<file path="src/hw/rtl/fled_pkg.sv">
// ----------------------------------------------------------------------------
// Fuel level event detector package
// Shared constants, register codes, event codes and result types.
// ----------------------------------------------------------------------------
package fled_pkg;

  // Width of the level fields on the ports (unsigned Q12.4).
  localparam int unsigned PORT_W    = 16;
  // Extra fraction bits kept on the mean and the smoothed level.
  localparam int unsigned FRAC_W    = 16;
  // Width of the configuration register index.
  localparam int unsigned CFG_IDX_W = 8;
  // Signed width of the threshold compares: threshold and level difference
  // both fit in 33 signed bits, one more keeps the negation of the
  // difference safe.
  localparam int unsigned CMP_W     = 34;

  typedef enum logic [CFG_IDX_W-1:0] {
    REG_RISE_THR = 8'd0,
    REG_RISE_HYS = 8'd1,
    REG_FALL_THR = 8'd2,
    REG_FALL_HYS = 8'd3
  } cfg_reg_e;

  typedef enum logic [1:0] {
    EV_NONE  = 2'd0,
    EV_BEGIN = 2'd1,
    EV_END   = 2'd2
  } event_e;

  localparam logic [PORT_W-1:0] RISE_THR_RST = 16'd320;
  localparam logic [PORT_W-1:0] RISE_HYS_RST = 16'd160;
  localparam logic [PORT_W-1:0] FALL_THR_RST = 16'd320;
  localparam logic [PORT_W-1:0] FALL_HYS_RST = 16'd160;

  typedef struct packed {
    logic [PORT_W-1:0] rise_thr;
    logic [PORT_W-1:0] rise_hys;
    logic [PORT_W-1:0] fall_thr;
    logic [PORT_W-1:0] fall_hys;
  } thresh_t;

  typedef struct packed {
    logic [PORT_W-1:0] mean_level;
    logic [PORT_W-1:0] smoothed_level;
    event_e            refuel_event;
    event_e            drain_event;
    logic              refuelling_active;
    logic              draining_active;
  } result_t;

endpackage

</file>
<file path="src/hw/rtl/fled_event_track.sv">
// ----------------------------------------------------------------------------
// Fuel level event tracker
// Hysteresis compare for refuelling and draining, plus the result register.
// ----------------------------------------------------------------------------
module fled_event_track #(
  parameter int unsigned MW = 32
) (
  input  logic              clk_i,
  input  logic              rst_ni,
  input  logic              in_valid_i,
  output logic              in_ready_o,
  input  logic [MW-1:0]     mean_i,
  input  logic [MW-1:0]     smooth_i,
  input  fled_pkg::thresh_t thr_i,
  output logic              out_valid_o,
  input  logic              out_ready_i,
  output fled_pkg::result_t res_o
);
  import fled_pkg::*;

  typedef struct packed {
    logic   active;
    event_e ev;
  } chan_t;

  function automatic logic signed [CMP_W-1:0] start_level(input logic [PORT_W-1:0] thr);
    return $signed({2'b00, thr, {FRAC_W{1'b0}}});
  endfunction

  function automatic logic signed [CMP_W-1:0] stop_level(input logic [PORT_W-1:0] thr,
                                                         input logic [PORT_W-1:0] hys);
    logic [PORT_W:0] dh;
    dh = {1'b0, thr} - {1'b0, hys};
    return $signed({dh[PORT_W], dh, {FRAC_W{1'b0}}});
  endfunction

  // A clear channel can only begin and a set channel can only end.
  function automatic chan_t track(input logic flag, input logic signed [CMP_W-1:0] diff,
                                  input logic signed [CMP_W-1:0] start,
                                  input logic signed [CMP_W-1:0] stop);
    chan_t c;
    c.active = flag;
    c.ev     = EV_NONE;
    if (!flag && diff >= start) begin
      c.active = 1'b1;
      c.ev     = EV_BEGIN;
    end else if (flag && diff < stop) begin
      c.active = 1'b0;
      c.ev     = EV_END;
    end
    return c;
  endfunction

  logic                    v_q;
  logic                    refuel_q, drain_q;
  logic signed [CMP_W-1:0] rise, fall;
  chan_t                   refuel_d, drain_d;
  event_e                  refuel_ev_q, drain_ev_q;
  logic [PORT_W-1:0]       mean_lvl_q, smooth_lvl_q;

  assign in_ready_o = !v_q || out_ready_i;

  assign rise = CMP_W'($signed({1'b0, mean_i})) - CMP_W'($signed({1'b0, smooth_i}));
  assign fall = -rise;

  assign refuel_d = track(refuel_q, rise, start_level(thr_i.rise_thr),
                          stop_level(thr_i.rise_thr, thr_i.rise_hys));
  assign drain_d  = track(drain_q, fall, start_level(thr_i.fall_thr),
                          stop_level(thr_i.fall_thr, thr_i.fall_hys));

  always_ff @(posedge clk_i or negedge rst_ni) begin
    if (!rst_ni) begin
      v_q      <= 1'b0;
      refuel_q <= 1'b0;
      drain_q  <= 1'b0;
    end else begin
      if (in_ready_o) begin
        v_q <= in_valid_i;
      end
      if (in_valid_i && in_ready_o) begin
        refuel_q <= refuel_d.active;
        drain_q  <= drain_d.active;
      end
    end
  end

  always_ff @(posedge clk_i) begin
    if (in_valid_i && in_ready_o) begin
      refuel_ev_q  <= refuel_d.ev;
      drain_ev_q   <= drain_d.ev;
      mean_lvl_q   <= PORT_W'(mean_i[MW-1:FRAC_W]);
      smooth_lvl_q <= PORT_W'(smooth_i[MW-1:FRAC_W]);
    end
  end

  assign out_valid_o             = v_q;
  assign res_o.mean_level        = mean_lvl_q;
  assign res_o.smoothed_level    = smooth_lvl_q;
  assign res_o.refuel_event      = refuel_ev_q;
  assign res_o.drain_event       = drain_ev_q;
  assign res_o.refuelling_active = refuel_q;
  assign res_o.draining_active   = drain_q;

endmodule

</file>
<file path="config.mk">
export PLATFORM = sky130hd
export DESIGN_NAME = fled_event_track
export DESIGN_NICKNAME = d
export VERILOG_FILES = /design/src/hw/rtl/fled_pkg.sv /design/src/hw/rtl/fled_event_track.sv
export SDC_FILE = /design/constraint.sdc
export NUM_CORES = 1
export LEC_CHECK = 0
export BUFFER_PORTS_ARGS = -buffer_cell sky130_fd_sc_hd__buf_4
export CORE_ASPECT_RATIO = 0.5
export CORE_MARGIN = 1.5
export CORE_UTILIZATION = 50
export CTS_BUF_LIST = sky130_fd_sc_hd__clkbuf_4 sky130_fd_sc_hd__clkbuf_8
export DETAILED_ROUTE_END_ITERATION = 12
export PLACE_DENSITY_LB_ADDON = 0.3
export SKIP_LAST_GASP = 1
export SLEW_MARGIN = 15
export SYNTH_ARGS = -nofsm -noshare
export SYNTH_HDL_FRONTEND = slang
export SYNTH_SLANG_ARGS = --single-unit
export TNS_END_PERCENT = 10
</file>
<file path="constraint.sdc">
create_clock -name clk_i -period 2.6 [get_ports clk_i]
set_clock_uncertainty 0.15 [all_clocks]
set_input_delay 0.26 -clock clk_i [delete_from_list [all_inputs] [get_ports clk_i]]
set_output_delay 0.26 -clock clk_i [all_outputs]
set_load 0.03 [all_outputs]
</file>
Word-level counts from Yosys, hierarchy flattened. Index checks and enable logic that the tools add are counted.

Magnitude comparators: 4. Add/sub/neg operators: 4. Reductions and logical operators: 13. Muxes and demuxes: 4.

Operators by type and width (count): $ge A34 B33 Y1 (1); $lt A34 B33 Y1 (1); $neg A33 Y34 (1); $sub A16 B16 Y17 (2); $ge A33 B33 Y1 (1); $lt A33 B33 Y1 (1); $sub A32 B32 Y33 (1); $mux W3 (4); $logic_and A1 B1 Y1 (5); $reduce_and A2 Y1 (2); $reduce_bool A2 Y1 (2); $logic_not A1 Y1 (3); $logic_or A1 B1 Y1 (1).

Output and inout port bits: 40. Register bits after elaboration: 39. Input port bits: 132. Logic and storage cells: 32.

Depth between registers and ports, before layout. Gate-level depths: netlist (run 1).

Depth after elaboration: 6. Mapped depth: 27. Mapped depth without buffers: 27.

Worst setup path after synthesis (run 1). No wires, ideal clock.

Path type: input -> register. Start point: input port mean_i[0]. End point: register drain_ev_q[1] (data pin). Stages: 25. Buffers on the path: 1. Data required time: 2192 ps. Data arrival time: 5086 ps. Slack: -2895 ps. Library setup time: 258 ps. Path through: inv_1 > ha_1 > fa_1 > nor2b_4 > o31ai_2 > a311oi_2 > nor3b_1 > or3b_1 > buf_2 > or4_4 > nor3_4 > nand4b_1 > nor3_2 > nand2b_1 > nor3_1 > xnor2_1 > ha_1 > nand4_1 > nor2_1 > nand2_1 > o32ai_1 > o21a_1 > o32a_1 > nor3_1 > nor3_1.

Word-level cells in the longest chain between the ends: 5. Elaborated cells between the ends (all ways): 7. Classes of those cells: add/sub: 2; order compare: 2; mux: 1; reduce/logical: 2.

RTL lines: from (decl) (RTL line fled_event_track.sv:12) `input logic [MW-1:0] mean_i,`; $sub A32 B32 Y33 (*) (RTL line fled_event_track.sv:63) `assign rise = CMP_W'($signed({1'b0, mean_i})) - CMP_W'($signed({1'b0, smooth_i}));`; $neg A33 Y34 (*) (RTL line fled_event_track.sv:64) `assign fall = -rise;`; $lt A34 B33 Y1 (RTL line fled_event_track.sv:47) `end else if (flag && diff < stop) begin`; $logic_and A1 B1 Y1 (RTL line fled_event_track.sv:47); $mux W3 (RTL line fled_event_track.sv:47); to (signal assigned) (RTL line fled_event_track.sv:90) `drain_ev_q <= drain_d.ev;`; to (decl) (RTL line fled_event_track.sv:58) `event_e refuel_ev_q, drain_ev_q;`.

Every way passes the cells marked *; elsewhere a longest branch is shown, timed or not. The select of a mux whose other input is x is not followed. A chain may end at the register's enable or synchronous reset.

Final worst setup path (run 1).
Start point: input port mean_i[0]. End point: register drain_ev_q[0] (data pin).

Word-level cells in the longest chain between the ends: 4.

RTL lines: $sub A32 B32 Y33 (RTL line fled_event_track.sv:63); $neg A33 Y34 (RTL line fled_event_track.sv:64); $ge A34 B33 Y1 (RTL line fled_event_track.sv:44) `if (!flag && diff >= start) begin`; $logic_and A1 B1 Y1 (RTL line fled_event_track.sv:44).

Every way passes these cells.

==> metrics.md, run 1 <==
| Metric | Value |
|---|---|
| Status | finished, violations left |
| Failing checks | setup timing |
| Worst slew margin | 0.523 |
| # rows | 29 |
| Setup WS post-layout | -2.92 ns |
| CTS Sinks | 39 |
| WL/cell | 17.2 um |
| Hpwl dp | roughly 19000 um |
| CP dominant cell by count | buf_4 |
| Cell with the most instances after synthesis | inv_1 |
| Minimum clock period | 5.52 ns |
| Detail Route Antenna Nets | 0 |
| VDD IR-drop max | around 0.25 mV |
| Worst setup endpoint | drain_ev_q[0] |
| Worst-Margin Slew | 0.707 ns |
| Primary FF master, synth | edfxtp_1 |
| Antenna Diode Count | 0 |
| Vias/cell | 5.68 |
| Synth cell types | between 70 and 80 |
| Layout Nets | 1549 |
| Worst-case clock buffer depth | 2 |
| Post-synth EDFFs | 36 |
| Synth area leaders | ha_1 22%, edfxtp_1 16%, inv_1 7.3% |
| Area Overhead vs Synth | 57.4% |
| Dpl cells | roughly 1.4k |
| I/O pin cnt | 172 |
| Static Leak | between 5 and 6 nW |
| Post-synth top cells | 134 x inv_1, 123 x ha_1, 66 x a21oi_1, 49 x o21ai_0, 42 x nand2_1 |
| Max Cap Violations | 0 |
| Total global routing overflow | 0 |
| Yosys Warn Count | 0 |
| Area fraction of the dominant cell type after synthesis | 0.225 |
| Largest net degree at the start of global routing | 38 |
| Period utilization | 2.12 |
| Post-Layout Cell Count | roughly 1.5k |
| Htree depth | 2 |
| DRT iter0 DRCs | ~440 |
| Ys async rst share | 0.0769 |
| Reg2reg path depth | 6 |
| Synth area leader | ha_1 |
| Initial antenna violation count | 0 |
| TritonCTS buffer count | 5 |
| Met2 Resource Use GR | 0.619 |
| Number of global-route vias before repair | roughly 8.4k |
| Worst R2R End | refuel_q |
| Grt met3 use | 0.0535 |
| CTS tree | built |
| Mapped Cells | between 800 and 900 |
| Die area | between 10000 and 15000 um^2 |
| Fmax achieved | between 0.15 and 0.2 GHz |
| Min-delay worst type | in -> reg |
| # DRC | 0 |
| Register bit total from synthesis | 39 |
| WP data arrival | roughly 5.5 ns |
| First-pass GRT wire length | ~39000 um |
| Seq/Total Area, Yosys | 0.169 |
| Synth Net Count | 1107 |
| Final wirelength | roughly 25000 um |
| PortBufs | approximately 170 |
| Layout cells sized above 1 | 0.385 |
| Critical Path Max Stage Delay | ~0.50 ns |
| Util after Layout | 0.830 |
| Worst R2R Start | out_valid_o |
| Synthesized area | between 6000 and 7000 um^2 |
| Grt peak-use layer | met2 |
| Reg clk slew, reported paths | 0.11 ns |
| Root Driver | clkbuf_8 |
| CP startpoint kind | primary input |
| Die Wd | 168 um |
| Worst Path Required | ~2.6 ns |
| Total negative slack | -14.74 ns |
| Register-to-Register Setup Slack | just over 0.6 ns |
| Worst Setup End Kind | flop |
| Final Hold Viols | 0 |
| Core Area | between 10000 and 15000 um^2 |
| Initial Util | 0.527 |
| Worst Setup Path Type | in -> reg |
| Worst setup path startpoint | mean_i[0] |
| Clock latency on the worst-skew pair | about 0.33 ns |
| First-pass DRT Iterations | 7 |
| PD cells | around 400 nW/um^2 |
| Final setup fails | 6 |
| Final Max Tran Viols | 0 |
| GRT Resource Usage Total | 0.337 |
| CP max stage cell | a221oi_1 |
| Die height | about 86 um |
| Crit path max fanout | 4 |
| Routability cong. | 0.966 |
| Vias | between 8k and 9k |
| Met1 usage | 0.400 |
| Syn_area_per_cell | about 8 um^2 |
| RSZ-0062 raised after global routing | true |
==> how the worst min path moves through the flow <==
| stage | start | endpoint | cells past startpoint |
|---|---|---|---|
| detailed placement | rst_ni | out_valid_o | 1 |
| global placement | rst_ni | out_valid_o | 1 |
| global route | mean_i[26] | mean_lvl_q[10] | 2 |
| CTS | mean_i[26] | mean_lvl_q[10] | 2 |
| floorplan | rst_ni | drain_q | 0 |
| finish | mean_i[25] | mean_lvl_q[9] | 2 |
==> worst max-delay path, delay by kind of cell <==
family / cells / cell delay, ns
simple gates: 11 / 2.13
buf+inv: 4 / 0.49
compound gates: 8 / 1.78
fa+ha+maj: 3 / 0.81
==> flip-flops by register name, indices dropped and copies added, names as in the netlist <==
name and cells:
drain_q 1, smooth_lvl_q 16, drain_ev_q 2, refuel_q 1, refuel_ev_q 2, out_valid_o 1, mean_lvl_q 16
==> power breakdown <==
part / switching [W] / leakage (nW) / internal [W]
clock network: 0.000292 / 0.0408 / 0.000193
logic: 0.00160 / 5.17 / 0.00156
registers: 0.0000356 / 0.379 / 0.000751
total: 0.00193 / 5.59 / 0.00251
==> cell type report <==
type | instances | area [um^2]
Clock buffer | 5 | 68.8
Tap cell | 170 | 213
Timing Repair Buffer | 452 | 3480
Fill cell | 802 | 2210
Sequential cell | 39 | 1160
Clock inverter | 3 | 23.8
Multi-Input combinational cell | 659 | 5330
Inverter | 134 | 505
==> kinds of logic after synthesis <==
kind of cell / Yosys count / synth area share
buffers and inverters: 151 / 0.0894
adders and majority gates: 126 / 0.234
xor gates and xnor gates: 58 / 0.0742
muxes: 2 / 0.00293
DFF: 39 / 0.169
AOI/OAI and AO/OA: 239 / 0.236
and+or+nand+nor: 234 / 0.195
==> placed cells by master (no fill, tap or decap), types with 5 or more instances in the layout <==
| cell type | Yosys | routed |
|---|---|---|
| a21o_1 | 31 | 31 |
| a21oi_1 | 66 | 63 |
| a21oi_2 | 3 | 5 |
| a31oi_1 | 6 | 5 |
| and2_1 | 6 | 6 |
| and3_1 | 8 | 7 |
| buf_4 | 4 | 420 |
| clkbuf_8 | 0 | 5 |
| dlygate4sd3_1 | 0 | 30 |
| edfxtp_1 | 36 | 36 |
| ha_1 | 123 | 121 |
| inv_1 | 134 | 133 |
| nand2_1 | 42 | 39 |
| nand2b_1 | 20 | 20 |
| nand3_1 | 18 | 18 |
| nand4_1 | 21 | 21 |
| nor2_1 | 34 | 30 |
| nor2b_1 | 15 | 15 |
| nor3_1 | 17 | 14 |
| nor3_2 | 2 | 5 |
| nor4_1 | 11 | 9 |
| o21a_1 | 14 | 14 |
| o21ai_0 | 49 | 48 |
| or2_2 | 7 | 7 |
| or3_1 | 7 | 7 |
| or4_4 | 2 | 5 |
| xnor2_1 | 34 | 32 |
| xor2_1 | 24 | 23 |
==> per-layer routing <==
| layer | routed length [um] | vias to the layer above | part of all wire |
|---|---|---|---|
| met5 | 0 | - | 0 |
| met4 | 818 | 0 | 0.033 |
| met3 | 1840 | 81 | 0.074 |
| met2 | 12100 | 382 | 0.48 |
| met1 | 10300 | 3876 | 0.41 |
| li1 | - | 3964 | - |
==> repair_timing <==
| action | CTS | global route |
|---|---|---|
| endpoints found under the hold margin | 32 | 0 |
| pin swaps | 31 | 6 |
| resized for setup | 41 | 4 |
| hold buffers | 30 | 0 |
| endpoints found under the setup margin | 6 | 6 |
| buffers inserted | 10 | 2 |
==> through the flow <==
step / worst slack [ns] / instance area (um^2) / power [W] / hold slack (ns)
finish: -2.92 / 10800 / 0.00444 / 0.0691
global route: -3.07 / 10800 / 0.00470 / 0.0611
CTS: -2.66 / 10700 / 0.00430 / 0.0704
detailed placement: -3.22 / 10100 / 0.00369 / -0.0900
global placement: -3.02 / 10100 / 0.00360 / -0.0889
floorplan: -2.67 / 6880 / 0.00243 / -0.186
(Power assumes the default switching activity.)
==> run 2, diff against run 1 <==
--- a/config.mk
+++ b/config.mk
@@ -6,9 +6,11 @@
 export NUM_CORES = 1
 export LEC_CHECK = 0
 export BUFFER_PORTS_ARGS = -buffer_cell sky130_fd_sc_hd__buf_4
+export CELL_PAD_IN_SITES_DETAIL_PLACEMENT = 1
+export CELL_PAD_IN_SITES_GLOBAL_PLACEMENT = 1
 export CORE_ASPECT_RATIO = 0.5
 export CORE_MARGIN = 1.5
-export CORE_UTILIZATION = 50
+export CORE_UTILIZATION = 41
 export CTS_BUF_LIST = sky130_fd_sc_hd__clkbuf_4 sky130_fd_sc_hd__clkbuf_8
 export DETAILED_ROUTE_END_ITERATION = 12
 export PLACE_DENSITY_LB_ADDON = 0.3
==> metrics.md, run 2 (synthesized netlist as in run 1, its figures left out) <==
| Metric | Value |
|---|---|
| # rows | 33 (+14%) |
| Hpwl dp | 24900 um (+31%) |
| PortBufs | 171 (unchanged) |
| Hold path cells | 2 (unchanged) |
| VDD IR-drop max | 0.267 mV (+7.3%) |
| Crit path max fanout | 4 (unchanged) |
| Period utilization | 2.39 (+0.266) |
| Final setup fails | 6 (unchanged) |
| Worst-Margin Slew | 1.08 ns (+0.368 ns) |
| Routability cong. | 0.881 (-8.8%) |
| Worst R2R Start | out_valid_o |
| Vias | 10.2k (+23%) |
| Vias/cell | 6.67 (+17%) |
| Root Driver | clkbuf_8 |
| GRT Resource Usage Total | 0.443 (+0.106) |
| Worst R2R End | smooth_lvl_q[5] |
| Worst Setup Path Type | in -> reg |
| PD cells | 482 nW/um^2 (+17%) |
| Worst Path Required | 2.57 ns (+0.02 ns) |
| Hold EP | out_valid_o |
| Number of global-route vias before repair | 10.7k (+26%) |
| DRT iter0 DRCs | 1197 (+170%) |
| Detail Route Antenna Nets | 0 (unchanged) |
| Area Overhead vs Synth | 61.9% |
| Reg2reg path depth | 5 (-1) |
| Total global routing overflow | 0 (unchanged) |
| WP data arrival | 6.18 ns (+0.71 ns) |
| Static Leak | 5.64 nW (+0.77%) |
| Final Max Tran Viols | 0 (unchanged) |
| Final wirelength | 45800 um (+83%) |
| WL/cell | 30.0 um (+75%) |
| Fmax achieved | 0.161 GHz (-11%) |
| Commonest non-fill, non-tap cell in the layout | buf_4 |
| Minimum clock period | 6.21 ns (+0.693 ns) |
| Setup WS post-layout | -3.61 ns (-0.693 ns) |
| CTS Sinks | 39 (unchanged) |
| TritonCTS buffer count | 5 (unchanged) |
| Max Cap Violations | 0 (unchanged) |
| CP max stage cell | or4b_4 |
| # fillers | 1954 (+140%) |
| Worst Setup End Kind | flop |
| Register-to-Register Setup Slack | 0.39 ns (-0.22 ns) |
| Worst slew margin | 0.274 (-0.250) |
| # DRC | 0 (unchanged) |
| I/O pin cnt | 172 (unchanged) |
| Core Area | 16400 um^2 (+26%) |
| CTS tree | built |
| Status | finished, violations left |
| Worst-case clock buffer depth | 2 (unchanged) |
| Hold Startpoint | in_valid_i |
| Layout Nets | 1556 (+0.45%) |
| Htree depth | 2 (unchanged) |
| First-pass DRT Iterations | 6 (-1) |
| Total negative slack | -19.90 ns (-5.16 ns) |
| Initial antenna violation count | 5 (+5) |
| Layout cells sized above 1 | 0.401 (+0.0164) |
| Regs by FF count | mean_lvl_q (16), smooth_lvl_q (16) |
| Most frequent cells in the layout | 426 x buf_4, 133 x inv_1, 115 x ha_1, 60 x a21oi_1, 43 x o21ai_0 |
| CP dominant cell by count | buf_4 |
| RSZ-0062 raised after global routing | true |
| Largest net degree at the start of global routing | 23 (-39%) |
| Die height | 94.4 um (+10%) |
| Initial Util | 0.419 (-0.108) |
| Min-delay worst type | in -> reg |
| Die area | 17500 um^2 (+21%) |
| First-pass GRT wire length | 59100 um (+51%) |
| Crit-path cells | buf_4 > ha_1 > buf_4 > a21oi_1 > o21ai_0 > o31ai_2 > o311ai_2 > buf_4 > a31oi_1 > xnor2_1 > or4_4 > or4b_4 > nand2_2 > inv_2 > ha_4 > nand4_1 > nor2_4 > nand2_2 > o32ai_2 > o21a_1 > o32a_1 > buf_4 > nor3_4 > nor3_1 |
| Total Power | 0.00534 W (+20%) |
| Reg clk slew, reported paths | 0.11 ns (about the same) |
| Clock latency on the worst-skew pair | 0.34 ns (about the same) |
| Final Hold Viols | 1 (+1) |
| Die Wd | 186 um (+10%) |
| WHS | -0.00167 ns (-0.0708 ns) |
| CP startpoint kind | primary input |
| Critical Path Max Stage Delay | 0.54 ns (+0.04 ns) |
| Failing checks | hold timing, setup timing |
==> run 2: timing repair <==
item,4_1_cts,5_1_grt
endpoints found under the hold margin,34,0
pin swaps,27,15
setup endpoints to repair,6,6
resized for setup,42,32
hold buffers,32,0
buffers inserted,12,2
==> run 2: cell type report <==
type                    count  area, um^2  area share
repair buffers            459        3540       0.319
multi-input cells         659        5500       0.497
clock inverters             3        23.8     0.00215
clock buffers               5        68.8     0.00621
inverters                 134         503      0.0454
flip-flops and latches     39        1160       0.104
well taps                 227         284      0.0256
diodes                      1        2.50    0.000226
==> run 2: worst max path at each step <==
| stage | startpoint | to | cells after the start |
|---|---|---|---|
| 6_report | mean_i[17] | drain_ev_q[1] | 24 |
| 5_1_grt | smooth_i[14] | drain_ev_q[1] | 28 |
| 4_1_cts | mean_i[0] | drain_q | 27 |
| 3_5_place_dp | mean_i[2] | drain_q | 23 |
| 3_3_place_gp | mean_i[0] | drain_ev_q[0] | 24 |
| 2_1_floorplan | mean_i[0] | drain_ev_q[1] | 25 |
==> run 2: per-stage QoR <==
stage | cell area (um^2) | setup WS [ns] | std cells | util | hold WS [ns]
final | 11100 | -3.61 | 1527 | 0.678 | -0.00167
after global routing | 11100 | -3.80 | 1526 | 0.677 | 0.0180
after CTS | 10900 | -2.80 | 1524 | 0.667 | 0.0128
after detailed placement | 10200 | -3.47 | 1473 | 0.622 | -0.0724
after global placement | 10200 | -3.15 | 1473 | 0.622 | -0.0840
after floorplan | 6880 | -2.67 | 849 | - | -0.186
==> run 2: where the power goes <==
part | leakage (nW) | internal, W | switching, W
Clock | 0.0408 | 0.000194 | 0.000351
Combinational | 5.22 | 0.00169 | 0.00230
Sequential | 0.379 | 0.000751 | 0.0000499
==> run 2: routing by layer <==
layer | part of all wire | vias to the layer above | routed length, um | GRT usage
met4 | 0.094 | 6 | 4310 | 0.326
met1 | 0.34 | 4825 | 15700 | 0.458
met3 | 0.12 | 422 | 5490 | 0.101
met2 | 0.44 | 958 | 20300 | 0.800
li1 | - | 3975 | - | -
met5 | 0.00079 | - | 36 | 0
==> run 2: worst max-delay path, delay by kind of cell <==
family	cells	cell delay [ns]
AO/OA/AOI/OAI	8	2.34
buffers and inverters	5	0.73
adder cells (fa/ha/maj)	2	0.64
AND/OR/NAND/NOR	8	2.06
XOR/XNOR	1	0.18
