### src/hw/rtl/fled_pkg.sv
// ----------------------------------------------------------------------------
// Fuel level event detector package
// Shared constants, register codes, event codes and result types.
// ----------------------------------------------------------------------------
package fled_pkg;

  // Width of the level fields on the ports (unsigned Q12.4).
  localparam int unsigned PORT_W    = 16;
  // Extra fraction bits kept on the mean and the smoothed level.
  localparam int unsigned FRAC_W    = 16;
  // Width of the configuration register index.
  localparam int unsigned CFG_IDX_W = 8;
  // Signed width of the threshold compares: threshold and level difference
  // both fit in 33 signed bits, one more keeps the negation of the
  // difference safe.
  localparam int unsigned CMP_W     = 34;

  typedef enum logic [CFG_IDX_W-1:0] {
    REG_RISE_THR = 8'd0,
    REG_RISE_HYS = 8'd1,
    REG_FALL_THR = 8'd2,
    REG_FALL_HYS = 8'd3
  } cfg_reg_e;

  typedef enum logic [1:0] {
    EV_NONE  = 2'd0,
    EV_BEGIN = 2'd1,
    EV_END   = 2'd2
  } event_e;

  localparam logic [PORT_W-1:0] RISE_THR_RST = 16'd320;
  localparam logic [PORT_W-1:0] RISE_HYS_RST = 16'd160;
  localparam logic [PORT_W-1:0] FALL_THR_RST = 16'd320;
  localparam logic [PORT_W-1:0] FALL_HYS_RST = 16'd160;

  typedef struct packed {
    logic [PORT_W-1:0] rise_thr;
    logic [PORT_W-1:0] rise_hys;
    logic [PORT_W-1:0] fall_thr;
    logic [PORT_W-1:0] fall_hys;
  } thresh_t;

  typedef struct packed {
    logic [PORT_W-1:0] mean_level;
    logic [PORT_W-1:0] smoothed_level;
    event_e            refuel_event;
    event_e            drain_event;
    logic              refuelling_active;
    logic              draining_active;
  } result_t;

endpackage

### src/hw/rtl/fled_window_avg.sv
// ----------------------------------------------------------------------------
// Fuel level window average
// Sample window with running sum, then a two-stage constant divide that
// forms the window mean with FRAC_W extra fraction bits.
// ----------------------------------------------------------------------------
module fled_window_avg #(
  parameter int unsigned WINDOW     = 5,
  parameter int unsigned LEVEL_BITS = 16,
  parameter int unsigned MW         = 32
) (
  input  logic                        clk_i,
  input  logic                        rst_ni,
  input  logic                        in_valid_i,
  output logic                        in_ready_o,
  input  logic [fled_pkg::PORT_W-1:0] level_i,
  output logic                        out_valid_o,
  input  logic                        out_ready_i,
  output logic [MW-1:0]               mean_o
);
  import fled_pkg::*;

  localparam int unsigned SW   = (LEVEL_BITS < PORT_W) ? LEVEL_BITS : PORT_W;
  localparam int unsigned L1   = $clog2(WINDOW);
  localparam int unsigned SUMW = SW + L1;
  localparam int unsigned RW   = (L1 > 0) ? L1 : 1;
  localparam int unsigned N2   = RW + FRAC_W;

  // Round-up reciprocals: floor(x * M / 2^(N+L)) equals floor(x / WINDOW)
  // for every x below 2^N when M = ceil(2^(N+L) / WINDOW).
  localparam int unsigned FW1 = SUMW + L1 + 2;
  localparam logic [FW1-1:0] POW1 = FW1'(1) << (SUMW + L1);
  localparam logic [FW1-1:0] MAG1_FULL = (POW1 + FW1'(WINDOW - 1)) / FW1'(WINDOW);
  localparam logic [SUMW+1:0] MAG1 = MAG1_FULL[SUMW+1:0];

  localparam int unsigned FW2 = N2 + L1 + 2;
  localparam logic [FW2-1:0] POW2 = FW2'(1) << (N2 + L1);
  localparam logic [FW2-1:0] MAG2_FULL = (POW2 + FW2'(WINDOW - 1)) / FW2'(WINDOW);
  localparam logic [N2+1:0] MAG2 = MAG2_FULL[N2+1:0];

  logic [SW-1:0]     taps_q [WINDOW];
  logic [SUMW-1:0]   sum_q;
  logic              s1_v_q, s2_v_q, s3_v_q;
  logic              s2_rdy, s3_rdy;
  logic [SW-1:0]     sample;
  logic [2*SUMW+1:0] prod1;
  logic [SW-1:0]     quo_d;
  logic [SW-1:0]     s2_quo_q;
  logic [SUMW-1:0]   s2_sum_q;
  logic [SUMW-1:0]   rem_full;
  logic [N2-1:0]     frac_num;
  logic [2*N2+1:0]   prod2;
  logic [MW-1:0]     mean_d, mean_q;

  assign s3_rdy     = !s3_v_q || out_ready_i;
  assign s2_rdy     = !s2_v_q || s3_rdy;
  assign in_ready_o = !s1_v_q || s2_rdy;

  // Bits above LEVEL_BITS are dropped.
  assign sample = level_i[SW-1:0];

  assign prod1 = (2*SUMW+2)'(sum_q) * (2*SUMW+2)'(MAG1);
  assign quo_d = prod1[SUMW+L1 +: SW];

  assign rem_full = s2_sum_q - SUMW'(SUMW'(s2_quo_q) * SUMW'(WINDOW));
  assign frac_num = {rem_full[RW-1:0], {FRAC_W{1'b0}}};
  assign prod2    = (2*N2+2)'(frac_num) * (2*N2+2)'(MAG2);
  assign mean_d   = {s2_quo_q, prod2[N2+L1 +: FRAC_W]};

  // The newest sample enters tap 0 and the oldest falls off the end.
  always_ff @(posedge clk_i or negedge rst_ni) begin
    if (!rst_ni) begin
      for (int i = 0; i < WINDOW; i++) begin
        taps_q[i] <= '0;
      end
      sum_q  <= '0;
      s1_v_q <= 1'b0;
      s2_v_q <= 1'b0;
      s3_v_q <= 1'b0;
    end else begin
      if (in_ready_o) begin
        s1_v_q <= in_valid_i;
      end
      if (in_valid_i && in_ready_o) begin
        taps_q[0] <= sample;
        for (int i = 1; i < WINDOW; i++) begin
          taps_q[i] <= taps_q[i-1];
        end
        sum_q <= sum_q + SUMW'(sample) - SUMW'(taps_q[WINDOW-1]);
      end
      if (s2_rdy) begin
        s2_v_q <= s1_v_q;
      end
      if (s3_rdy) begin
        s3_v_q <= s2_v_q;
      end
    end
  end

  always_ff @(posedge clk_i) begin
    if (s2_rdy && s1_v_q) begin
      s2_quo_q <= quo_d;
      s2_sum_q <= sum_q;
    end
    if (s3_rdy && s2_v_q) begin
      mean_q <= mean_d;
    end
  end

  assign out_valid_o = s3_v_q;
  assign mean_o      = mean_q;

endmodule

### config.mk
export PLATFORM = sky130hd
export DESIGN_NAME = fled_window_avg
export DESIGN_NICKNAME = d
export VERILOG_FILES = /design/src/hw/rtl/fled_pkg.sv /design/src/hw/rtl/fled_window_avg.sv
export SDC_FILE = /design/constraint.sdc
export NUM_CORES = 1
export LEC_CHECK = 0
export ABC_AREA = 1
export CAP_MARGIN = 20
export CORE_MARGIN = 4
export CORE_UTILIZATION = 55
export DETAILED_ROUTE_END_ITERATION = 10
export DONT_BUFFER_PORTS = 1
export PLACE_DENSITY = 0.77
export SETUP_SLACK_MARGIN = 0.1
export SKIP_LAST_GASP = 1
export SLEW_MARGIN = 20
export SYNTH_ARGS = -nofsm -noshare
export SYNTH_HDL_FRONTEND = slang
export SYNTH_SLANG_ARGS = --single-unit
### constraint.sdc
create_clock -name clk_i -period 7.3 [get_ports clk_i]
set_clock_uncertainty 0.05 [all_clocks]
set_input_delay 0 -clock clk_i [delete_from_list [all_inputs] [get_ports clk_i]]
set_output_delay 0 -clock clk_i [all_outputs]
set_load 0.03 [all_outputs]
# --- Yosys cells after proc, flatten, opt, wreduce, memory -nomap -nowiden ---
# Index checks and enable logic that the tools add are counted.
totals:
  wordCells: 27
  regBits: 153
  inputBits: 20
classes:
  n_addsub: 3
  n_reduce_logical: 9
  n_mul: 3
ops:
  columns: ["op", "n"]
  rows:
  - ["multiplier 19 x 20 -> 38 bit, second input constant", 1]
  - ["multiplier 3 x 20 -> 22 bit, second input constant", 1]
  - ["adder 19 x 16 -> 19 bit", 1]
  - ["subtractor 19 x 16 -> 19 bit", 1]
  - ["multiplier 16 x 3 -> 3 bit, second input constant", 1]
  - ["logical AND 1 bit", 3]
  - ["zero test 1 bit", 3]
  - ["logical OR 1 bit", 3]
  - ["subtractor 3 bit", 1]

# --- Longest topological paths before layout ---
# Gate-level depths: netlist of run 1.
logic_depth:
  ltp_word: 5
  ltp_mapped: 25
  mapped_depth_nobuf: 25

# --- Least setup slack after synthesis of run 1 ---
# No wires, ideal clock.
synth_path:
  path_kind: "reg-to-reg"
  start: "register sum_q[8]"
  end: "register s2_quo_q[11] (data pin)"
  setup_ns: 0.252
  t_arrival_ns: 4.756
  n_path_buf: 0
  slack_ns: 2.241
  path_stages_with_launch: 22
  t_required_ns: 6.998
  path_cell_list: "dfrtp_1 -> inv_1 -> ha_1 -> inv_1 -> fa_1 -> inv_1 -> fa_1 -> inv_1 -> fa_1 -> fa_1 -> inv_1 -> fa_1 -> inv_1 -> ha_1 -> nand2_1 -> o21ai_0 -> a21oi_1 -> nor2_1 -> nor3_1 -> nand2_1 -> nand2_1 -> nand2_1"
synth_between:
  elab_chain_cells: 1
synth_rtl:
  columns: ["element", "line", "source"]
  rows:
  - ["start, declared", "fled_window_avg.sv:41", "logic [SUMW-1:0] sum_q;"]
  - ["start signal, assigned", "fled_window_avg.sv:88", "sum_q <= sum_q + SUMW'(sample) - SUMW'(taps_q[WINDOW-1]);"]
  - ["multiplier 19 x 20 -> 38 bit", "fled_window_avg.sv:61", "assign prod1 = (2*SUMW+2)'(sum_q) * (2*SUMW+2)'(MAG1);"]
  - ["via prod1[33]", "fled_window_avg.sv:45", "logic [2*SUMW+1:0] prod1;"]
  - ["end signal, assigned", "fled_window_avg.sv:101", "s2_quo_q <= quo_d;"]
  - ["end, declared", "fled_window_avg.sv:47", "logic [SW-1:0] s2_quo_q;"]
# The timed path passes the listed nets, and every way through them passes these cells.
# A chain may end at the register's enable or synchronous reset.

# --- Final worst setup path of run 1 ---
layout_path:
  start: "register sum_q[11]"
  end: "register s2_quo_q[11] (data pin)"
# Same word-level chain as after synthesis.

==> results of run 1 <==
==> final cells by class <==
class                      count  area [um^2]  share of cell area [%]
clock inverter                12          110                   0.788
tap                          313          392                    2.80
clock buffer                  20          457                    3.27
sequential                   148         3930                    28.1
inverter                     345         1290                    9.26
timing repair buffer          31          320                    2.29
multi-input combinational    964         7470                    53.4
==> cells in the final DEF, fill, tap and decap left out, types with 2 or more instances in the layout <==
cell type      count
clkbuf_8           2
inv_2              2
xor2_1            10
nor2_1            71
a21boi_0           4
nand4_1            4
nand3_1           43
nand2_2            3
clkinvlp_4         2
fa_1             116
o21ai_2            2
clkbuf_16         17
edfxtp_1          46
dfrtp_1          102
xnor2_1            7
inv_1            342
nand2_1          325
buf_4              3
a31oi_1            5
nor3_1            18
inv_8              4
dlygate4sd3_1     27
o21ai_0          103
nand3b_1           5
ha_1             159
a21oi_1           59
o21bai_1           7
a21o_1             6
inv_6              4
o21a_1             2
==> worst paths after layout <==
check / start / endpoint / slack, ps / cells past startpoint
worst max-delay path: sum_q[11] / s2_quo_q[11] / 1770 / 21
min in group clk_i: level_i[0] / taps_q[64] / 250 / 3
worst max register to register: sum_q[11] / s2_quo_q[11] / 1770 / 21
worst min register to register: s2_quo_q[5] / mean_o[21] / 370 / 0
worst min-delay path: rst_ni / taps_q[24] / 90 / 2
max in group asynchronous: rst_ni / taps_q[15] / 6670 / 2
==> sequential cells by signal, summed over array words and instances, names as in the netlist <==
signal       flops
out_valid_o      1
mean_o          27
s2_sum_q         3
s2_v_q           1
sum_q           19
taps_q          80
s2_quo_q        16
s1_v_q           1
==> kinds of logic after synthesis <==
group | count (synthesis) | synth area share (%)
AOI/OAI and AO/OA | 196 | 8.27
DFF | 148 | 30.7
xor gates and xnor gates | 19 | 1.41
buffers and inverters | 371 | 11.1
and+or+nand+nor | 474 | 14.9
adders and majority gates | 275 | 33.6
==> metrics by stage <==
| step | cells | utilization, % |
|---|---|---|
| after CTS | 1833 | 61.4 |
| after global placement | 1773 | 57.6 |
| after floorplan | 1483 | - |
| after detailed placement | 1773 | 57.6 |
| final | 1833 | 61.4 |
| after global routing | 1833 | 61.4 |
==> layer usage <==
| metal | vias up | share of wire (%) | track usage, % |
|---|---|---|---|
| li1 | 4660 | - | - |
| met1 | 4536 | 44 | 30.1 |
| met2 | 231 | 49 | 38.7 |
| met3 | 47 | 4.6 | 4.11 |
| met4 | 0 | 2.8 | 7.31 |
| met5 | - | 0 | 0 |
==> what timing repair did <==
item | in CTS | in global routing
endpoints found under the hold margin | 137 | 0
hold buffers | 28 | 0
setup endpoints to repair | 0 | 0
==> impl_metrics.csv, run 1 <==
group,metric,value,unit
outcome,outcome,"completed",
routing,drt_iter0_markers,656,
worst_setup_path,slowest_stage,"fa_1",
clocking,htreeDepth,4,
finish,nNetsFinal,1802,
routing,vias_per_cell,5.17,
logic_synthesis,ys_types,41,
worst_setup_path,crit_fanout,5,
timing,holdWs,86.8,ps
placed_design,gp_congestion,0.936,
worst_setup_path,start_kind,"flop",
worst_setup_path,end_kind,"flop",
timing,setup_violations,0,
timing,tightest_slew,806,ps
die,io_pins,54,
clocking,cts_buffers,17,
placed_design,place_ws,1790,ps
clocking,clockBufferDepth,2,
logic_synthesis,ys_top_cells_by_area,"dfrtp_1 20%, fa_1 18%, ha_1 16%",
routing,ant_nets,0,
clocking,post_cts_buffers,0,
finish,drive_above_1_share,3.29,%
logic_synthesis,post-synth-top-area-cell,"dfrtp_1",
logic_synthesis,yosys_register_bits,148,
routing,drt_wl_total,28.3,mm
timing,slew_headroom,46.2,%
logic_synthesis,syn_area,12800,um^2
logic_synthesis,synthCells,1483,
die,fp.dieH,161,um
clocking,clk_transition_reported_paths,70,ps
worst_setup_path,crit_chain,"inv_1, ha_1, fa_1, inv_1, fa_1, inv_1, fa_1, inv_1, fa_1, inv_1, fa_1, inv_1, ha_1, a21oi_1, o21ai_0, a21oi_1, nor2_1, nor3_1, nand2_1, nand2_1, nand2_1",
global_routing,antenna_found_initial,0,
worst_hold_path,hold_class,"input port to async pin",
routing,drc_errors,0,
clocking,root_buffer,"clkbuf_16",
timing,fmax,0.181,GHz
timing,grt_setup_unrepaired,"no",
worst_setup_path,worst_ep_required_time,7440,ps
timing,finalHoldViolCount,0,
die,coreArea,22800,um^2
routing,dr.pass1.iters,5,
worst_setup_path,arrival,5670,ps
global_routing,grt_pass1_wl,47.5,mm
finish,synthToLayoutAreaGrowth,9.02,%
logic_synthesis,yosys-top-cells-count,"342 x inv_1, 325 x nand2_1, 159 x ha_1, 116 x fa_1, 103 x o21ai_0",
global_routing,grt_max_degree,103,
logic_synthesis,syn_avg_cell_area,8.65,um^2
clocking,cts_resized,0,
finish,n_fill_cell,1865,
die,row_count,55,
worst_setup_path,critPathKind,"flop to flop",
routing,wl_per_cell,15.4,um
placed_design,dpl_cell_area,13100,um^2
logic_synthesis,synth_ff_type,"dfrtp_1",
logic_synthesis,ys_async_sr_fraction,68.9,%
finish,final_cell_area,14000,um^2
placed_design,io_buffers,0,
placed_design,hpwl,22.7,mm
timing,fin_ws,1770,ps
timing,min_period,5530,ps
global_routing,grt.total_usage,22.9,%
timing,slew_viol_final,0,
worst_setup_path,cp_common_cell,"inv_1",
logic_synthesis,yosys_warnings,0,
timing,fin_crit_sh,75.7,%
logic_synthesis,synth_seq_area_share,30.7,%
finish,diodes,0,
global_routing,gr-total-overflow,0,
worst_setup_path,crit_path_max_incr_delay,560,ps
clocking,cts_tree,"done",
clocking,insertion_delay,440,ps
die,die_w,161,um
worst_setup_path,crit_family,"adder cells",
logic_synthesis,synth_edf_count,46,
clocking,cts_sinks,148,
die,initial_core_util,56.3,%
run,maxCapViolCount,0,
logic_synthesis,synthesis.nets,1778,
timing,tns,0,ps
die,fp.dieArea,25800,um^2
worst_setup_path,cp_num_buf_inv,6,
logic_synthesis,synth_top_area_share,19.9,%
routing,vias,9474,
global_routing,grt_pass1_vias,9690,
logic_synthesis,yosysMostFrequentCell,"inv_1",
Power of run 1 is left out: the tool's default activity adds up to more than one toggle a clock period on the data nets, which glitch-free logic cannot reach.
==> run 2: changes to the inputs <==
clock period = 5.5 ns   (was 7.3 ns; I/O delays follow)
==> run 2 against run 1 <==
Register-to-register slack worse by 1400 ps; worst hold slack got worse by 2.0 ps; global-route usage is 0.085 points higher; sequential cell count unchanged; non-clock buffer count is 9 higher.
==> impl_metrics.csv, run 2 (same netlist as run 1, synthesis figures left out) <==
group,metric,value,unit
outcome,outcome,"completed",
routing,drc_errors,0,
placed_design,io_buffers,0,
clocking,clockBufferDepth,2,
die,initial_core_util,56.3,%
global_routing,antenna_found_initial,0,
finish,nNetsFinal,1811,
worst_setup_path,end_kind,"flop",
die,fp.dieH,161,um
routing,wl_per_cell,15.7,um
finish,diodes,0,
clocking,insertion_delay,430,ps
clocking,cts_sinks,148,
timing,finalHoldViolCount,0,
routing,drt_iter0_markers,686,
timing,tightest_slew,1010,ps
global_routing,gr-total-overflow,0,
die,die_w,161,um
worst_setup_path,crit_path_max_incr_delay,590,ps
placed_design,hpwl,23.3,mm
worst_setup_path,crit_family,"adder cells",
finish,synthToLayoutAreaGrowth,11.1,%
worst_setup_path,arrival,5320,ps
timing,grt_setup_unrepaired,"no",
global_routing,grt_max_degree,116,
die,coreArea,22800,um^2
run,maxCapViolCount,0,
finish,n_fill_cell,1846,
worst_setup_path,crit_fanout,4,
worst_setup_path,critPathKind,"flop to flop",
finish,final_cell_mix,"340 x inv_1, 322 x nand2_1, 151 x ha_1",
worst_setup_path,crit_chain,"inv_1, ha_1, inv_1, fa_2, inv_2, fa_1, inv_1, fa_1, fa_1, inv_1, fa_1, inv_1, ha_4, nand2_1, nand2_1, nand3_1, nand2_1, a21oi_2, o21ai_0, nor2_1, nand2_1, nand2_1, nand2_1",
timing,slew_headroom,32.8,%
routing,vias,9573,
clocking,clk_transition_reported_paths,70,ps
worst_setup_path,start_kind,"flop",
timing,slew_viol_final,0,
timing,fin_crit_sh,94.1,%
global_routing,grt_pass1_vias,9518,
clocking,root_buffer,"clkbuf_16",
routing,drt_wl_total,29.0,mm
clocking,cts_tree,"done",
routing,dr.pass1.iters,5,
routing,vias_per_cell,5.20,
clocking,cts_buffers,17,
worst_hold_path,hold_class,"input port to async pin",
clocking,htreeDepth,4,
worst_setup_path,cp_num_buf_inv,6,
die,fp.dieArea,25800,um^2
timing,tns,0,ps
finish,largest_reg_flops,80,
timing,setup_violations,0,
worst_setup_path,worst_ep_required_time,5650,ps
worst_setup_path,cp_common_cell,"nand2_1",
finish,drive_above_1_share,7.53,%
routing,ant_nets,0,
placed_design,gp_congestion,0.956,
die,row_count,55,
finish,regMostFlops,"taps_q",
timing,fmax,0.193,GHz
die,io_pins,54,
timing,min_period,5170,ps
finish,final_common_cell,"inv_1",
worst_setup_path,slowest_stage,"fa_2",
global_routing,grt_pass1_wl,47.4,mm
global_routing,grt.total_usage,23.0,%
-- run 2: what timing repair did --
| action | in CTS | in global routing |
|---|---|---|
| resized for setup | 5 | 51 |
| setup buffers | 1 | 2 |
| hold endpoints to repair | 121 | 0 |
| pin swaps | 0 | 7 |
| setup endpoints to repair | 6 | 15 |
| hold buffers | 19 | 0 |
-- run 2: metrics by stage --
| stage | area [um^2] | hold slack, ps | util (%) | setup WS (ps) | cells |
|---|---|---|---|---|---|
| floorplan | 12800 | -346 | - | 441 | 1483 |
| global placement | 13200 | -344 | 58.1 | 51.0 | 1788 |
| detailed placement | 13200 | -344 | 58.1 | 13.1 | 1788 |
| CTS | 14000 | 104 | 61.6 | 157 | 1839 |
| global route | 14200 | 129 | 62.5 | 56.8 | 1841 |
| finish | 14200 | 84.8 | 62.5 | 325 | 1841 |
-- run 2: layout make-up --
class | instances | area, um^2 | share of cell area [%]
multi-input cells | 964 | 7670 | 53.9
repair buffers | 40 | 365 | 2.57
clock inverters | 11 | 115 | 0.808
clock buffers | 20 | 467 | 3.28
well taps | 313 | 392 | 2.75
inverters | 345 | 1290 | 9.09
flip-flops and latches | 148 | 3940 | 27.6
-- run 2: metal layers --
layer / track usage, % / part of all wire (%) / routed length [um]
met2: 39.7 / 50 / 14600
met5: 0 / 0 / 0
met4: 6.37 / 2.3 / 660
met1: 30.5 / 43 / 12600
met3: 3.08 / 4.2 / 1220
-- run 2: worst register-to-register path, stage by stage (launching register included) --
cell     delay (ps)
dfrtp_1         350
inv_1            90
ha_1            280
inv_1            70
fa_2            590
inv_2            70
fa_1            550
inv_1            70
fa_1            500
fa_1            540
inv_1            60
fa_1            530
inv_1            70
ha_4            260
nand2_1          60
nand2_1          70
nand3_1          80
nand2_1          90
a21oi_2         170
o21ai_0          90
nor2_1          150
nand2_1          70
nand2_1          50
nand2_1          40
-- run 2: path summary, 6_finish.rpt --
check / from / to / slack, ps / depth (start not counted)
max in group asynchronous: rst_ni / sum_q[16] / 4890 / 2
max: sum_q[8] / s2_quo_q[12] / 330 / 23
min: rst_ni / taps_q[26] / 80 / 2
min reg2reg: s2_quo_q[3] / mean_o[19] / 370 / 0
min in group clk_i: in_valid_i / taps_q[26] / 110 / 4
max reg2reg: sum_q[8] / s2_quo_q[12] / 330 / 23
Power of run 2 is left out for the same reason.
==> run 3: changes to the inputs <==
CORE_MARGIN = 10   (was 4)
==> run 3 against run 2 <==
Utilization fell by 0.10 points; die area rose by 15%; sequential share of layout area rose by 0.055 points; final cell count rose by 0.16%; fmax fell by 0.83%; sequential cell count did not move; critical path depth rose by 1; via count fell by 0.56%; clock-buffer cell count rose by 1.
==> impl_metrics.csv, run 3 (same netlist as run 1, synthesis figures left out) <==
group,metric,value,unit
outcome,outcome,"completed",
clocking,cts_sinks,148,
placed_design,hpwl,23.6,mm
die,io_pins,54,
clocking,cts_buffers,17,
timing,holdWs,82.1,ps
worst_setup_path,critPathKind,"flop to flop",
worst_setup_path,arrival,5360,ps
timing,fin_crit_sh,94.9,%
worst_setup_path,worst_ep_required_time,5640,ps
timing,tightest_slew,1030,ps
timing,setup_violations,0,
finish,n_fill_cell,1855,
worst_setup_path,r2r-start,"sum_q[11]",
placed_design,dpl_cell_area,13200,um^2
global_routing,met3_usage,3.20,%
finish,regMostFlops,"taps_q",
timing,grt_setup_unrepaired,"yes",
clocking,clk_transition_reported_paths,70,ps
worst_setup_path,r2r.worst_path.cells,24,
clocking,clockBufferDepth,2,
timing,finalHoldViolCount,0,
global_routing,grt_pass1_vias,9703,
die,coreArea,22800,um^2
die,fp.dieArea,29800,um^2
finish,drive_above_1_share,6.60,%
die,row_count,55,
finish,nNetsFinal,1814,
finish,final_cell_mix,"340 x inv_1, 324 x nand2_1, 152 x ha_1",
global_routing,gr-total-overflow,0,
routing,ant_nets,0,
finish,synthToLayoutAreaGrowth,10.9,%
global_routing,grtUsageMet1,25.2,%
worst_setup_path,crit_path_start,"sum_q[11]",
routing,dr.pass1.iters,5,
global_routing,gr-usage-met2,34.0,%
clocking,insertion_delay,430,ps
routing,drt_wl_total,29.6,mm
finish,largest_reg_flops,80,
routing,drt_iter0_markers,692,
timing,slew_viol_final,0,
clocking,htreeDepth,4,
placed_design,io_buffers,0,
worst_setup_path,crit_fanout,4,
global_routing,antenna_found_initial,0,
die,initial_core_util,56.3,%
global_routing,grt_max_degree,116,
timing,fin_ws,282,ps
global_routing,busiest_layer,"met2",
clocking,root_buffer,"clkbuf_16",
placed_design,gp_congestion,0.910,
timing,min_period,5220,ps
finish,final_cell_area,14200,um^2
routing,drc_errors,0,
clocking,cts_tree,"done",
finish,diodes,0,
run,maxCapViolCount,0,
worst_setup_path,end_kind,"flop",
global_routing,grt.total_usage,19.9,%
routing,vias,9519,
global_routing,grt_pass1_wl,48.4,mm
die,fp.dieH,173,um
die,die_w,173,um
worst_hold_path,hold_class,"input port to async pin",
finish,final_common_cell,"inv_1",
finish,finalCoreUtilization,62.4,%
timing,fmax,0.192,GHz
placed_design,place_ws,-33.0,ps
timing,slew_headroom,31.6,%
routing,vias_per_cell,5.16,
routing,wl_per_cell,16.1,um
worst_setup_path,start_kind,"flop",
[run 3: area by class of cell]
cell class	count	area [um^2]	area share [%]
multi-input combinational	964	7600	53.5
sequential	148	3940	27.7
inverter	345	1290	9.11
clock buffer	21	492	3.46
tap	313	392	2.75
timing repair buffer	43	388	2.73
clock inverter	10	110	0.774
[run 3: final timing paths]
check,to,slack [ps]
hold / removal,taps_q[56],80
hold reg to reg,mean_o[25],370
setup / recovery,s2_quo_q[5],280
min in group clk_i,taps_q[23],110
max in group asynchronous,sum_q[16],4860
setup reg to reg,s2_quo_q[5],280
[run 3: layer usage]
metal  up-vias  share of wire, %
met4         0               2.6
met1      4570                44
met2       234                49
met3        46               4.4
li1       4669                 -
met5         -                 0
[run 3: critical path: stages (launching register included)]
cell	delay (ps)
dfrtp_1	380
inv_1	90
ha_1	370
fa_2	580
inv_1	60
fa_1	540
inv_1	60
fa_1	500
inv_1	50
fa_1	520
inv_1	50
fa_1	490
inv_1	60
ha_4	260
nand2_2	100
inv_1	40
nand2_1	60
nand2_1	60
a21oi_1	110
o21ai_0	90
buf_4	150
a21oi_1	160
inv_1	60
nand2_1	50
nand2_1	50
[run 3: per-stage QoR]
step,std cells,setup TNS (ps)
after floorplan,1483,0
after global placement,1788,0
after detailed placement,1788,-33.0
after CTS,1840,0
after global routing,1844,0
final,1844,0
[run 3: what timing repair did]
action,CTS,global route
hold endpoints to repair,121,0
gates resized for setup,4,33
cloned,0,0
pin swaps,1,7
hold buffers,19,0
buffers inserted,2,4
setup endpoints to repair,4,16
Power of run 3 is left out for the same reason.
